$ cat src/rtl/jmsc_pkg.sv
// Shared types and constants for the JPEG marker structure check.
// Used by jmsc_parser and jpeg_marker_structure_check_unit; no dependencies.
package jmsc_pkg;

    localparam logic [7:0] BYTE_FF       = 8'hff;
    localparam logic [7:0] MARK_SOI      = 8'hd8;
    localparam logic [7:0] MARK_EOI      = 8'hd9;
    localparam logic [7:0] MARK_SOS      = 8'hda;
    localparam logic [7:0] MARK_TEM      = 8'h01;
    localparam logic [7:0] MARK_RST_LO   = 8'hd0;
    localparam logic [7:0] MARK_RST_HI   = 8'hd7;
    localparam logic [7:0] MARK_SOF_LO   = 8'hc0;
    localparam logic [7:0] MARK_SOF_HI   = 8'hcf;
    localparam logic [7:0] MARK_DHT      = 8'hc4;
    localparam logic [7:0] MARK_JPG      = 8'hc8;
    localparam logic [7:0] MARK_DAC      = 8'hcc;

    localparam int unsigned BYTE_W       = 8;
    localparam int unsigned LEN_W        = 16;
    localparam int unsigned SEEN_W       = 3;
    localparam logic [SEEN_W-1:0] SEEN_MIN = 3'd4;
    localparam logic [LEN_W-1:0]  LEN_MIN  = 16'd2;

    typedef enum logic [8:0] {
        PH_SOI_FF  = 9'b000000001,
        PH_SOI_D8  = 9'b000000010,
        PH_MARK_FF = 9'b000000100,
        PH_MARKER  = 9'b000001000,
        PH_LEN_HI  = 9'b000010000,
        PH_LEN_LO  = 9'b000100000,
        PH_SEG     = 9'b001000000,
        PH_SCAN    = 9'b010000000,
        PH_FAIL    = 9'b100000000
    } phase_t;

    typedef struct packed {
        logic [BYTE_W-1:0] data_byte;
        logic              last_byte;
    } item_t;

    function automatic logic is_frame_marker(input logic [BYTE_W-1:0] m);
        return (m >= MARK_SOF_LO) && (m <= MARK_SOF_HI) &&
               (m != MARK_DHT) && (m != MARK_JPG) && (m != MARK_DAC);
    endfunction

endpackage

$ cat src/rtl/jpeg_marker_structure_check_unit.sv
// Top level of the JPEG marker structure check: input register, parser, result register.
// Depends on jmsc_pkg and jmsc_parser.
//
//  Channel   Direction  Transaction carries
//  s_axis    in         one buffer byte (tdata), end of buffer (tlast)
//  m_axis    out        one verdict per buffer, well_formed in tdata[0]
//
// Each byte is held in the input register; the parser updates its state
// from that register, and a verdict enters the result register on the last byte.
// Sustained rate is one byte per cycle. aresetn is synchronous and clears all control
// state. The input register keeps taking bytes while a verdict waits; only a last
// byte meeting a full, stalled result register holds the input side.
module jpeg_marker_structure_check_unit (
    input  logic       aclk,
    input  logic       aresetn,
    input  logic       s_axis_tvalid,
    output logic       s_axis_tready,
    input  logic [7:0] s_axis_tdata,   // [7:0] data_byte
    input  logic       s_axis_tlast,   // last_byte
    output logic       m_axis_tvalid,
    input  logic       m_axis_tready,
    output logic [7:0] m_axis_tdata    // [0] well_formed, [7:1] zero
);
    import jmsc_pkg::*;

    logic  in_valid_reg;
    item_t in_item_reg;
    logic  out_valid_reg;
    logic  out_wf_reg;
    logic  advance;
    logic  verdict;

    // A byte leaves the input register unless it would produce a verdict that
    // has nowhere to go.
    assign advance       = in_valid_reg &&
                           (!in_item_reg.last_byte || !out_valid_reg || m_axis_tready);
    assign s_axis_tready = !in_valid_reg || advance;

    always_ff @(posedge aclk) begin
        if (!aresetn) begin
            in_valid_reg <= 1'b0;
        end else if (s_axis_tready) begin
            in_valid_reg <= s_axis_tvalid;
        end
    end

    always_ff @(posedge aclk) begin
        if (s_axis_tready && s_axis_tvalid) begin
            in_item_reg.data_byte <= s_axis_tdata;
            in_item_reg.last_byte <= s_axis_tlast;
        end
    end

    jmsc_parser u_parser (
        .aclk        (aclk),
        .aresetn     (aresetn),
        .step_en     (advance),
        .item        (in_item_reg),
        .well_formed (verdict)
    );

    always_ff @(posedge aclk) begin
        if (!aresetn) begin
            out_valid_reg <= 1'b0;
        end else if (advance && in_item_reg.last_byte) begin
            out_valid_reg <= 1'b1;
        end else if (m_axis_tready) begin
            out_valid_reg <= 1'b0;
        end
    end

    always_ff @(posedge aclk) begin
        if (advance && in_item_reg.last_byte) begin
            out_wf_reg <= verdict;
        end
    end

    assign m_axis_tvalid = out_valid_reg;
    assign m_axis_tdata  = {7'd0, out_wf_reg};

endmodule

$ cat src/rtl/jmsc_parser.sv
// Marker segment walker: parse state registers and the per-byte update.
// Depends on jmsc_pkg.
module jmsc_parser (
    input  logic            aclk,
    input  logic            aresetn,
    input  logic            step_en,      // consume one byte this cycle
    input  jmsc_pkg::item_t item,
    output logic            well_formed   // verdict, meaningful on a last byte
);
    import jmsc_pkg::*;

    phase_t              phase_reg, phase_next;
    logic                frame_seen_reg, frame_seen_next;
    logic                frame_pend_reg, frame_pend_next;
    logic [BYTE_W-1:0]   len_upper_reg, len_upper_next;
    logic [LEN_W-1:0]    seg_left_reg, seg_left_next;
    logic                prev_ff_reg, prev_ff_next;
    logic [SEEN_W-1:0]   seen_reg, seen_next;
    logic                hit;
    logic [LEN_W-1:0]    len;
    logic [LEN_W-1:0]    seg_dec;
    logic [BYTE_W-1:0]   b;

    assign b       = item.data_byte;
    assign len     = {len_upper_reg, b};
    assign seg_dec = (seg_left_reg != '0) ? seg_left_reg - 1'b1 : seg_left_reg;

    always_comb begin
        phase_next      = phase_reg;
        frame_seen_next = frame_seen_reg;
        frame_pend_next = frame_pend_reg;
        len_upper_next  = len_upper_reg;
        seg_left_next   = seg_left_reg;
        prev_ff_next    = prev_ff_reg;
        seen_next       = (seen_reg < SEEN_MIN) ? seen_reg + 1'b1 : seen_reg;
        hit             = 1'b0;

        case (phase_reg)
            PH_SOI_FF: begin
                phase_next = (b == BYTE_FF) ? PH_SOI_D8 : PH_FAIL;
            end
            PH_SOI_D8: begin
                phase_next = (b == MARK_SOI) ? PH_MARK_FF : PH_FAIL;
            end
            PH_MARK_FF: begin
                phase_next = (b == BYTE_FF) ? PH_MARKER : PH_FAIL;
            end
            PH_MARKER: begin
                if (b == BYTE_FF) begin
                    phase_next = PH_MARKER;
                end else if (b == MARK_EOI) begin
                    phase_next = PH_FAIL;
                end else if (b == MARK_SOS) begin
                    if (frame_seen_reg) begin
                        phase_next   = PH_SCAN;
                        prev_ff_next = 1'b0;
                    end else begin
                        phase_next = PH_FAIL;
                    end
                end else if (b == MARK_TEM || (b >= MARK_RST_LO && b <= MARK_RST_HI)) begin
                    phase_next = PH_MARK_FF;
                end else begin
                    frame_pend_next = is_frame_marker(b);
                    phase_next      = PH_LEN_HI;
                end
            end
            PH_LEN_HI: begin
                len_upper_next = b;
                phase_next     = PH_LEN_LO;
            end
            PH_LEN_LO: begin
                if (len < LEN_MIN) begin
                    phase_next = PH_FAIL;
                end else begin
                    if (frame_pend_reg) begin
                        frame_seen_next = 1'b1;
                    end
                    frame_pend_next = 1'b0;
                    seg_left_next   = len - LEN_MIN;
                    phase_next      = (len == LEN_MIN) ? PH_MARK_FF : PH_SEG;
                end
            end
            PH_SEG: begin
                seg_left_next = seg_dec;
                if (seg_dec == '0) begin
                    phase_next = PH_MARK_FF;
                end
            end
            PH_SCAN: begin
                // The first FF D9 pair in the scan must close the buffer.
                if (prev_ff_reg && b == MARK_EOI) begin
                    if (item.last_byte) begin
                        hit = 1'b1;
                    end else begin
                        phase_next = PH_FAIL;
                    end
                end
                prev_ff_next = (b == BYTE_FF);
            end
            default: begin
                phase_next = PH_FAIL;
            end
        endcase
    end

    assign well_formed = hit && (phase_next == PH_SCAN) && (seen_next >= SEEN_MIN);

    // Control state returns to reset after every last byte.
    always_ff @(posedge aclk) begin
        if (!aresetn) begin
            phase_reg      <= PH_SOI_FF;
            frame_seen_reg <= 1'b0;
            frame_pend_reg <= 1'b0;
            seg_left_reg   <= '0;
            prev_ff_reg    <= 1'b0;
            seen_reg       <= '0;
        end else if (step_en) begin
            if (item.last_byte) begin
                phase_reg      <= PH_SOI_FF;
                frame_seen_reg <= 1'b0;
                frame_pend_reg <= 1'b0;
                seg_left_reg   <= '0;
                prev_ff_reg    <= 1'b0;
                seen_reg       <= '0;
            end else begin
                phase_reg      <= phase_next;
                frame_seen_reg <= frame_seen_next;
                frame_pend_reg <= frame_pend_next;
                seg_left_reg   <= seg_left_next;
                prev_ff_reg    <= prev_ff_next;
                seen_reg       <= seen_next;
            end
        end
    end

    always_ff @(posedge aclk) begin
        if (step_en) begin
            len_upper_reg <= len_upper_next;
        end
    end

endmodule
$ cat config.mk
export PLATFORM = sky130hd
export DESIGN_NAME = jpeg_marker_structure_check_unit
export DESIGN_NICKNAME = d
export VERILOG_FILES = /design/src/rtl/jmsc_pkg.sv /design/src/rtl/jpeg_marker_structure_check_unit.sv /design/src/rtl/jmsc_parser.sv
export SDC_FILE = /design/constraint.sdc
export NUM_CORES = 1
export LEC_CHECK = 0
export ABC_CLOCK_PERIOD_IN_PS = 3700
export BUFFER_PORTS_ARGS = -buffer_cell sky130_fd_sc_hd__buf_2
export CAP_MARGIN = 20
export CORE_MARGIN = 2
export CORE_UTILIZATION = 40
export CTS_BUF_LIST = sky130_fd_sc_hd__clkbuf_16
export DETAILED_ROUTE_END_ITERATION = 6
export PLACE_DENSITY = 0.6
export SLEW_MARGIN = 20
export SYNTH_ARGS = -nofsm -noshare
export SYNTH_HDL_FRONTEND = slang
export SYNTH_SLANG_ARGS = --single-unit
$ cat constraint.sdc
create_clock -name aclk -period 3.7 [get_ports aclk]
set_clock_uncertainty 0.05 [all_clocks]
set_input_delay 0.185 -clock aclk [delete_from_list [all_inputs] [get_ports aclk]]
set_output_delay 0.185 -clock aclk [all_outputs]
set_load 0.02 [all_outputs]
# Word level (Yosys, flattened, before mapping)
# Index checks and enable logic that the tools add are counted.
# W data, S select, Z words.
[word_totals]
regBits = 51
inputBits = 13
out_inout_bits = 10
[op_classes]
n_addsub = 3
order_cmp = 7
n_eq_ne = 26
muxes = 43
reduce_logical = 31
[ops]
columns = ["cell", "count"]
rows = [
  ["$mux W9", 12],
  ["$pmux W9 S8", 1],
  ["$mux W16", 3],
  ["$eq A8 B8 Y1 const B", 4],
  ["$pmux W16 S2", 1],
  ["$ne A8 B8 Y1 const B", 3],
  ["$mux W1", 20],
  ["$eq A9 B8 Y1 const B", 2],
  ["$eq A16 B2 Y1 const B", 1],
  ["$ge A8 B8 Y1 const B", 2],
  ["$le A8 B8 Y1 const B", 2],
  ["$logic_not A16 Y1", 1],
  ["$lt A16 B2 Y1 const B", 1],
  ["$reduce_bool A16 Y1", 1],
  ["$sub A16 B1 Y16 const B", 1],
  ["$sub A16 B2 Y16 const B", 1],
  ["$ne A3 B3 Y1 const B", 5],
  ["$logic_and A1 B1 Y1", 11],
  ["$eq A9 B1 Y1 const B", 1],
  ["$eq A9 B2 Y1 const B", 1],
  ["$eq A9 B3 Y1 const B", 1],
  ["$eq A9 B4 Y1 const B", 1],
  ["$eq A9 B5 Y1 const B", 1],
  ["$eq A9 B6 Y1 const B", 1],
  ["other kinds (20)", 32],
]

# Depth between registers and ports, before layout
# Gate-level depths: netlist (run 1).
[depth]
ltp_word = 11
ltp_mapped = 11

# Cells and area by module
# Synthesis (run 1) repeated with hierarchy kept, for this count alone.
[hier_totals]
cells_unflattened = 397
area_unflattened_um2 = 3442.1
[modules_own_cells]
columns = ["module", "n_inst", "cells_per_inst", "area_per_inst_um2", "seq_area_each_um2"]
rows = [
  ["jmsc_parser", 1, 366, 2960.3, 860.8],
  ["jpeg_marker_structure_check_unit", 1, 31, 481.7, 340.3],
]

# Worst setup path before layout (run 1)
# No wires, ideal clock.
[synth_timing]
path_kind = "reg-to-reg"
from = "register u_parser.phase_reg[6]"
to = "register u_parser.frame_pend_reg"
arrival_time_ns = 2.627
setup_slack_ns = 0.949
stages_incl_launch_ff = 10
synth_period_minus_slack_ns = 2.751
path_cell_list = "dfxtp_1 buf_6 or4_4 or3_1 buf_2 or3_4 a2111oi_4 nor2_1 or4_1 o21ai_0"
[synth_between]
elab_chain_cells = 3
elab_cells_between_ends = 11
cone_classes = "eq/ne: 7; mux: 2; reduce/logical: 2"
[synth_lines]
columns = ["element", "line", "text"]
rows = [
  ["from (decl)", "jmsc_parser.sv:12", "phase_t phase_reg, phase_next;"],
  ["from (signal assigned)", "jmsc_parser.sv:126", "phase_reg <= phase_next;"],
  ["$eq A9 B4 Y1 / $eq A9 B6 Y1 (equally long branches)", "jmsc_parser.sv:38", "case (phase_reg)"],
  ["$ne A3 B3 Y1 (no source line), or another cell as far along", "-", ""],
  ["$reduce_and A7 Y1 (no source line) / $mux W1 (equally long branches)", "-", ""],
  ["to (signal assigned)", "jmsc_parser.sv:128", "frame_pend_reg <= frame_pend_next;"],
  ["to (decl)", "jmsc_parser.sv:14", "logic frame_pend_reg, frame_pend_next;"],
]
# Several ways; a longest one is shown, not always the timed one.
# A chain may end at the register's enable or synchronous reset.

# Worst setup path after layout (run 1)
[layout_timing]
from = "register u_parser.len_upper_reg[2]"
to = "register u_parser.seg_left_reg[3]"
[layout_between]
elab_chain_cells = 3
[layout_lines]
columns = ["element", "line", "text"]
rows = [
  ["from (decl)", "jmsc_parser.sv:15", "logic [BYTE_W-1:0] len_upper_reg, len_upper_next;"],
  ["from (signal assigned)", "jmsc_parser.sv:138", "len_upper_reg <= len_upper_next;"],
  ["$lt A16 B2 Y1", "jmsc_parser.sv:72", "if (len < LEN_MIN) begin"],
  ["$ne A3 B3 Y1 (no source line)", "-", ""],
  ["$reduce_and A3 Y1 (no source line)", "-", ""],
  ["to (signal assigned)", "jmsc_parser.sv:129", "seg_left_reg <= seg_left_next;"],
  ["to (decl)", "jmsc_parser.sv:16", "logic [LEN_W-1:0] seg_left_reg, seg_left_next;"],
]
# Every way passes these cells.

==> out/metrics.cfg, run 1 <==
[sta]
final-setup-viol-count = 0
hold_viol = 0
max_freq_mhz = 350
worst_slew_pin_slew_ps = 845
slew_violations = 0
period_minus_slack_ps = 2860
slew-limit-headroom_pct = 43.4
period_share_pct = 77.2
rsz0062_at_grt = false
tns_ps = 0

[synthesis]
synth_top_area_share_pct = 19.9
synth_warnings = 0
syn-instance-count = 420
synth-edff-count = 18
ys_async_sr_fraction_pct = 0
ys_ff_latch = 51
netlist_area_um2 = 3320
ys.flop_type = dfxtp_1
syn_area_per_cell_um2 = 7.91
synth.distinct_cells = 55
synth_area_leaders = dfxtp_1 20%, edfxtp_1 16%, a21oi_1 5.7%, nor2_1 5.1%, nand2_1 4.3%
synth_seq_area_share_pct = 36.2
synth_top_cell_by_area = dfxtp_1

[cts]
cts_made_buffers = 5
insertion_delay_ps = 290
clk_pin_slew_ps = 70
hold_buffers = 0
post_cts_resized = 0
clockRootBuffer = clkbuf_16
clkSinkCount = 51
htreeDepth = 2
post_cts_buffers = 0
cts_tree = built
cts.path.max_buffers = 2

[setup_path]
cp_slowest_cell = or4_1
critPathArrivalTime_ps = 3000
cp_common_cell = or4_1
r2r_setup_slack_ps = 840
criticalPathCategory = flop to flop
worstPathBufferInverterCount = 0
cp_top_family = simple AND/OR/NAND/NOR gates
max_stage_delay_ps = 610
worstPathMaxFanout = 14
worst_setup_path_end_kind = flop
cp_data_required_time_ps = 3840
crit_path_start_kind = flop
crit_chain = or4_1, or4_1, o21ai_1, nand2_1, o21ai_2, nor3_1, a31o_2

[status]
status = finished clean

[finish]
largest_reg_flops = 16
syn2layout_area_growth_pct = 7.80
nets = 439
stdcell_area_um2 = 3580
filler_cell_count = 809
diodes = 0
final_util_pct = 44.0
drive_above_1_share_pct = 9.72
stdcell_count = 527

[hold_path]
hold_path_class = input pin to flop

[routing]
wl_um = 8680
drc = 0
firstDrtPassIters = 5
drtIter0Drc = 274
wire_per_inst_um = 16.5
vias = 3065
drtAntennaViolNets = 0
drt-vias-per-instance = 5.82

[pwr]
p_leak_uw = 0.00126
power_frac_clock_pct = 39.8
switching_share_pct = 25.3
seqPwrFrac_pct = 52.0
ir_drop_v = 0.000187
p_comb_share_pct = 8.2
internal_power_uw = 878
p_sw_uw = 297
power.density_nw_per_um2 = 328
power.total_uw = 1170

[placement]
gp_congestion = 0.894
place_inst = 519
placed_area_um2 = 3430
io_buffers = 15
post-dp-hpwl_um = 6320

[die]
io_pins = 23
rows = 33
die_h_um = 95.1
die_width_um = 95.1
initial_core_util_pct = 40.8
core_area_um2 = 8130
die_area_um2 = 9050

[global_route]
track_usage_pct = 20.3
antenna_found_initial = 0
grt_pass1_wl_um = 14300
grt_pass1_vias = 2774
grt_max_degree = 26
globalRouteOverflowTotal = 0

[run]
cap_violations = 0

metal layers:
layer	vias to the layer above	global-route usage, %	part of all wire, %
met3	8	2.69	5.5
met5	-	0	0
met2	107	32.4	46
li1	1551	-	-
met4	0	5.31	1.2
met1	1399	28.9	47
final cells by class:
type                       count  area, µm²  area share (%)
clock buffer                   5        125            3.50
clock inverter                 3       23.8           0.664
timing repair buffer          21        120            3.36
sequential                    51       1200            33.6
tap                          105        131            3.67
multi-input combinational    330       1930            54.0
inverter                      12       45.0            1.26
power groups by stage:
stage / clock network, µW / logic, µW / registers, µW
5_1_grt: 505 / 108 / 613
4_1_cts: 479 / 95.9 / 610
3_3_place_gp: 0 / 95.0 / 622
6_report: 468 / 96.7 / 610
2_1_floorplan: 0 / 81.2 / 611
3_5_place_dp: 0 / 95.4 / 623
cells by family after synthesis:
family,share of synthesized area (%)
AND/OR/NAND/NOR,29.9
AO/OA/AOI/OAI,21.7
flip-flops,36.2
buffers and inverters,6.29
XOR/XNOR,3.96
adder cells (fa/ha/maj),1.88
other,0.113
synth_stat cells (all sizes together) (4+ instances only):
cell type	count
dfxtp	33
or4	10
nand4	4
buf	11
ha	5
edfxtp	18
nor3	22
clkbuf	22
nand2b	5
xnor2	5
or3	6
nand2	38
nor2b	7
a21oi	38
o22ai	9
a31oi	4
nor2	45
a22oi	4
inv	12
xor2	10
o21ai	29
nor4	14
nand3	18
a32oi	4
per-stage QoR:
step	worst slack [ps]	hold slack, ps
2_1_floorplan	949	234
3_3_place_gp	919	311
3_5_place_dp	862	313
4_1_cts	851	10.7
5_1_grt	621	5.01
6_report	842	15.0
final timing paths:
path | endpoint | cells past startpoint | startpoint
worst max-delay path | u_parser.seg_left_reg[3] | 7 | u_parser.len_upper_reg[2]
worst min-delay path | in_item_reg[5] | 1 | s_axis_tdata[4]
worst max register to register | u_parser.seg_left_reg[3] | 7 | u_parser.len_upper_reg[2]
worst min register to register | u_parser.frame_pend_reg | 2 | u_parser.frame_pend_reg
cell usage in the layout (no fill, tap or decap), types with 6 or more instances in the layout:
cell type	netlist	routed
buf_4	8	6
buf_2	2	15
or4_1	9	9
o21ai_0	27	27
edfxtp_1	18	18
a21oi_1	38	38
xor2_1	10	10
conb_1	1	7
o22ai_1	9	9
nand2_1	38	38
nor3_1	22	22
dfxtp_1	33	33
nor2_1	45	45
nor2b_1	7	7
inv_1	12	12
nand3_1	18	18
nor4_1	14	14
Power figures use the tool's default switching activity.
==> run 2, diff against run 1 <==
--- a/config.mk
+++ b/config.mk
@@ -5,14 +5,15 @@
 export SDC_FILE = /design/constraint.sdc
 export NUM_CORES = 1
 export LEC_CHECK = 0
-export ABC_CLOCK_PERIOD_IN_PS = 3700
+export ABC_AREA = 1
+export ABC_CLOCK_PERIOD_IN_PS = 2800
 export BUFFER_PORTS_ARGS = -buffer_cell sky130_fd_sc_hd__buf_2
 export CAP_MARGIN = 20
 export CORE_MARGIN = 2
 export CORE_UTILIZATION = 40
 export CTS_BUF_LIST = sky130_fd_sc_hd__clkbuf_16
 export DETAILED_ROUTE_END_ITERATION = 6
-export PLACE_DENSITY = 0.6
+export PLACE_DENSITY = 0.59
 export SLEW_MARGIN = 20
 export SYNTH_ARGS = -nofsm -noshare
 export SYNTH_HDL_FRONTEND = slang
==> constraint.sdc (replaced) <==
create_clock -name aclk -period 2.8 [get_ports aclk]
set_clock_uncertainty 0.05 [all_clocks]
set_input_delay 0.14 -clock aclk [delete_from_list [all_inputs] [get_ports aclk]]
set_output_delay 0.14 -clock aclk [all_outputs]
set_load 0.02 [all_outputs]
==> out/metrics.cfg, run 2 <==
[synthesis]
synth_top_cell_by_area = dfxtp_1
synth-edff-count = 18
ys_async_sr_fraction_pct = 0
ys.flop_type = dfxtp_1
ys_ff_latch = 51
netlist_area_um2 = 3610
synth.distinct_cells = 42
synthTopCellsByCount = 147 x nand2_1, 82 x nor2_1, 51 x inv_1, 35 x nand3_1, 33 x dfxtp_1
syn_area_per_cell_um2 = 6.64
syn-instance-count = 544
synth.most_common_cell = nand2_1
synth_area_leaders = dfxtp_1 18%, nand2_1 15%, edfxtp_1 15%, nor2_1 8.5%, inv_1 5.3%
synth_seq_area_share_pct = 33.3
synth_top_area_share_pct = 18.3
synth_warnings = 0

[die]
core_area_um2 = 8720
die_h_um = 99.0
die_width_um = 99.0
io_pins = 23
initial_core_util_pct = 41.4
rows = 34
die_area_um2 = 9810

[sta]
period_minus_slack_ps = 2210
slew_violations = 0
max_freq_mhz = 451
hold_viol = 0
tns_ps = 0
layout_setup_ws_ps = 585
final-setup-viol-count = 0
period_share_pct = 79.1
rsz0062_at_grt = false

[global_route]
grt_pass1_wl_um = 15200
track_usage_pct = 18.9
grt_pass1_vias = 3333
antenna_found_initial = 0
grt_max_degree = 26
globalRouteOverflowTotal = 0

[setup_path]
worstPathMaxFanout = 9
worst_setup_path_end_kind = flop
cp_data_required_time_ps = 2980
criticalPathCategory = flop to flop
critPathArrivalTime_ps = 2390
cp_slowest_cell = edfxtp_1
cp_common_cell = nand2_1
crit_path_start_kind = flop
max_stage_delay_ps = 540
crit_chain = inv_2, ha_1, nand2_1, nor2_1, nand2_1, nor2_1, nand2_1, nor2_1, xor2_1, nand2_1, o21ai_0, nand2_2, a21oi_2

[finish]
drive_above_1_share_pct = 12.9
diodes = 0
final_common_cell = nand2_1
syn2layout_area_growth_pct = 9.98
nets = 584
largest_reg_flops = 16
final_cell_mix = 147 x nand2_1, 82 x nor2_1, 51 x inv_1, 35 x nand3_1, 33 x dfxtp_1
final_util_pct = 45.6

[cts]
clkSinkCount = 51
post_cts_resized = 0
insertion_delay_ps = 290
cts_tree = built
cts.path.max_buffers = 2
htreeDepth = 2
post_cts_buffers = 0
clk_pin_slew_ps = 70
hold_buffers = 9
cts_made_buffers = 5
clockRootBuffer = clkbuf_16

[pwr]
p_leak_uw = 0.00178
ir_drop_v = 0.000252
power.density_nw_per_um2 = 439

[routing]
wire_per_inst_um = 13.2
drtIter0Drc = 170
vias = 3490
firstDrtPassIters = 5
drt-vias-per-instance = 5.17
drc = 0
wl_um = 8920
drtAntennaViolNets = 0

[run]
cap_violations = 0

[hold_path]
hold_path_class = input pin to flop

[placement]
post-dp-hpwl_um = 6930
post-place-ws_ps = 589
gp_congestion = 0.877
io_buffers = 15

[status]
status = finished clean

run 2: cell types whose count changed in the layout (fill, tap and decap cells not counted), moves of 9 or more:
cell           previous run  this run
nand3_1                  18        35
inv_1                    12        51
nand4_1                   4        14
nand2_2                   0        14
nor4_1                   14         4
nor2_1                   45        82
dlygate4sd3_1             0         9
or4_1                     9         0
nor3_1                   22         9
nand2_1                  38       147
a21oi_1                  38        23
a21oi_2                   0        12
run 2: power by group:
group | internal, µW | total (µW) | switching [µW] | leakage (µW)
registers | 786 | 812 | 26.3 | 0.000439
logic | 107 | 325 | 218 | 0.00128
clock network | 329 | 606 | 277 | 0.0000620
total | 1220 | 1740 | 521 | 0.00178
run 2: per-stage QoR:
step / power [µW] / cells / cell area, µm² / hold slack, ps
4_1_cts: 1760 / 675 / 3970 / 52.3
3_5_place_dp: 1140 / 658 / 3740 / 268
5_1_grt: 1830 / 675 / 3970 / 69.4
2_1_floorplan: 1080 / 550 / 3630 / 189
3_3_place_gp: 1140 / 658 / 3740 / 268
6_report: 1740 / 675 / 3970 / 56.8
run 2: cell families (layout without fill, tap and decap cells):
family	after synthesis	count (layout)	share of synthesized area, %
buffers and inverters	82	99	10.6
AND/OR/NAND/NOR	322	322	40.0
XOR/XNOR	11	11	2.67
other	1	7	0.104
AO/OA/AOI/OAI	72	72	11.6
flip-flops	51	51	33.3
adder cells (fa/ha/maj)	5	5	1.73
run 2: worst paths after layout:
check	startpoint	endpoint	slack [ps]	depth (start not counted)
setup reg to reg	in_item_reg[2]	u_parser.seg_left_reg[15]	590	13
setup / recovery	in_item_reg[2]	u_parser.seg_left_reg[15]	590	13
hold / removal	aresetn	u_parser.frame_pend_reg	60	3
hold reg to reg	u_parser.frame_seen_reg	u_parser.frame_seen_reg	430	2
run 2: area by class of cell:
cell class,instances,area [µm²]
repair buffers,28,195
inverters,63,244
flip-flops and latches,51,1200
clock inverters,3,20.0
fillers,918,4750
well taps,108,135
multi-input cells,417,2050
clock buffers,5,125
run 2: worst max-delay path: cells and delay by family (launching register included):
| kind | cells | cell delay, ps |
|---|---|---|
| buffers and inverters | 1 | 140 |
| AO/OA/AOI/OAI | 2 | 190 |
| flip-flops | 1 | 540 |
| XOR/XNOR | 1 | 150 |
| AND/OR/NAND/NOR | 8 | 900 |
| adder cells (fa/ha/maj) | 1 | 180 |
run 2: layer usage:
| layer | routed length [µm] | vias up | global-route usage, % |
|---|---|---|---|
| met5 | 0 | - | 0 |
| met4 | 124 | 0 | 5.58 |
| met3 | 459 | 15 | 3.48 |
| met2 | 4170 | 105 | 32.6 |
| met1 | 4170 | 1575 | 24.2 |
| li1 | - | 1795 | - |
==> run 3, diff against run 2 <==
--- a/config.mk
+++ b/config.mk
@@ -6,14 +6,14 @@
 export NUM_CORES = 1
 export LEC_CHECK = 0
 export ABC_AREA = 1
-export ABC_CLOCK_PERIOD_IN_PS = 2800
+export ABC_CLOCK_PERIOD_IN_PS = 2000
 export BUFFER_PORTS_ARGS = -buffer_cell sky130_fd_sc_hd__buf_2
 export CAP_MARGIN = 20
 export CORE_MARGIN = 2
 export CORE_UTILIZATION = 40
 export CTS_BUF_LIST = sky130_fd_sc_hd__clkbuf_16
 export DETAILED_ROUTE_END_ITERATION = 6
-export PLACE_DENSITY = 0.59
+export PLACE_DENSITY = 0.62
 export SLEW_MARGIN = 20
 export SYNTH_ARGS = -nofsm -noshare
 export SYNTH_HDL_FRONTEND = slang
==> constraint.sdc (replaced) <==
create_clock -name aclk -period 2 [get_ports aclk]
set_clock_uncertainty 0.05 [all_clocks]
set_input_delay 0.1 -clock aclk [delete_from_list [all_inputs] [get_ports aclk]]
set_output_delay 0.1 -clock aclk [all_outputs]
set_load 0.02 [all_outputs]
==> out/metrics.cfg, run 3 (synthesis gave the netlist of run 2 again) <==
[status]
status = finished clean

[placement]
post-dp-hpwl_um = 7120
post-place-ws_ps = -34.6
io_buffers = 15
placed_area_um2 = 4030
gp_congestion = 0.912
place_inst = 697

[pwr]
seqPwrFrac_pct = 44.1
internal_power_uw = 1780
power.density_nw_per_um2 = 559
power_frac_clock_pct = 33.2
p_comb_share_pct = 22.7
ir_drop_v = 0.000464
p_leak_uw = 0.00204
switching_share_pct = 30.1
p_sw_uw = 766

[setup_path]
worstPathMaxFanout = 8
cp_data_required_time_ps = 2170
criticalPathCategory = flop to flop
max_stage_delay_ps = 420
cp_top_family = simple AND/OR/NAND/NOR gates
critPathArrivalTime_ps = 2160
crit_chain = nor2_1, nand2_2, nor3_4, nand3_2, nor2_4, nand2_4, nor3_4, nor2_4, buf_6, clkinv_8, nand2_1, a21oi_2
worstPathBufferInverterCount = 2
cp_slowest_cell = edfxtp_1
crit_path_start_kind = flop
r2r_start = in_item_reg[7]
worst_setup_path_end_kind = flop
crit_start = in_item_reg[7]

[sta]
period_share_pct = 99.3
final-setup-viol-count = 0
hold_viol = 0
period_minus_slack_ps = 1990
rsz0062_at_grt = true
layout_setup_ws_ps = 13.7
slew_violations = 0
max_freq_mhz = 503

[global_route]
track_usage_pct = 19.4
grt_max_degree = 27
grt_pass1_wl_um = 15900
grt_pass1_vias = 3490
globalRouteOverflowTotal = 0
antenna_found_initial = 0

[die]
die_width_um = 99.0
die_area_um2 = 9810
core_area_um2 = 8720
die_h_um = 99.0
rows = 34
io_pins = 23
initial_core_util_pct = 41.4

[cts]
clkSinkCount = 51
htreeDepth = 2
clockRootBuffer = clkbuf_16
cts.path.max_buffers = 2
insertion_delay_ps = 280
cts_tree = built
clk_pin_slew_ps = 70
cts_made_buffers = 5

[finish]
multi_input_area_um2 = 2220
stdcell_area_um2 = 4560
final_cell_mix = 126 x nand2_1, 66 x nor2_1, 48 x inv_1, 47 x buf_4, 35 x nand2_2
nets = 632
drive_above_1_share_pct = 28.8
filler_cell_count = 822
regArea_um2 = 1200
syn2layout_area_growth_pct = 26.1
diodes = 0
largest_reg_flops = 16
final_common_cell = nand2_1
final_util_pct = 52.2
stdcell_count = 723

[routing]
drt-vias-per-instance = 4.97
wl_um = 9300
drc = 0
vias = 3595
drtAntennaViolNets = 0
drtIter0Drc = 270
wire_per_inst_um = 12.9
firstDrtPassIters = 4

[hold_path]
hp-start = aresetn
hold_path_class = input pin to flop

[run]
cap_violations = 0

run 3: cell count changes in the layout (fill, tap and decap cells not counted), sizes merged:
cell,previous run,this run
clkbuf,5,6
inv,61,60
clkinv,2,4
buf,19,65
run 3: path summary, 6_finish.rpt:
kind,to,slack (ps),cells past startpoint
min,u_parser.frame_pend_reg,20,3
max reg2reg,u_parser.seg_left_reg[2],10,12
min reg2reg,u_parser.frame_seen_reg,440,2
max,u_parser.seg_left_reg[2],10,12
run 3: cell type report:
cell class	count	area share, %
multi-input cells	417	48.8
flip-flops and latches	51	26.4
repair buffers	75	12.7
inverters	63	5.58
well taps	108	2.97
clock buffers	5	2.75
clock inverters	3	0.439
repair inverters	1	0.357
run 3: per-stage QoR:
step / power (µW) / setup TNS (ps) / hold WS [ps]
global placement: 1640 / -11.5 / 226
global route: 2690 / -1910 / 43.3
finish: 2550 / 0 / 19.7
detailed placement: 1650 / -138 / 228
floorplan: 1510 / 0 / 149
CTS: 2500 / 0 / 18.6
run 3: routing by layer:
metal  global-route usage, %  wire (µm)
met1                    26.0       4260
met3                    2.70        344
met4                    6.22        140
met5                       0          0
met2                    32.4       4550
run 3: worst register-to-register path, cell delays in order (launching register included):
cell and delay (ps):
edfxtp_1 420, nor2_1 140, nand2_2 80, nor3_4 200, nand3_2 130, nor2_4 150
nand2_4 70, nor3_4 230, nor2_4 70, buf_6 150, clkinv_8 70, nand2_1 60
a21oi_2 110
run 3: what timing repair did:
action | in CTS | in global routing
gates cloned | 0 | 1
pin swaps | 0 | 23
setup buffers | 0 | 7
endpoints found under the setup margin | 16 | 21
hold buffers | 9 | 0
gates resized for setup | 4 | 64
hold endpoints to repair | 9 | 0
run 3: power by group through the flow:
| stage | combinational, µW | sequential (µW) | clock, µW |
|---|---|---|---|
| after floorplan | 361 | 1150 | 0 |
| after global placement | 499 | 1140 | 0 |
| after detailed placement | 503 | 1150 | 0 |
| after CTS | 519 | 1120 | 864 |
| after global routing | 651 | 1130 | 910 |
| final | 578 | 1120 | 847 |
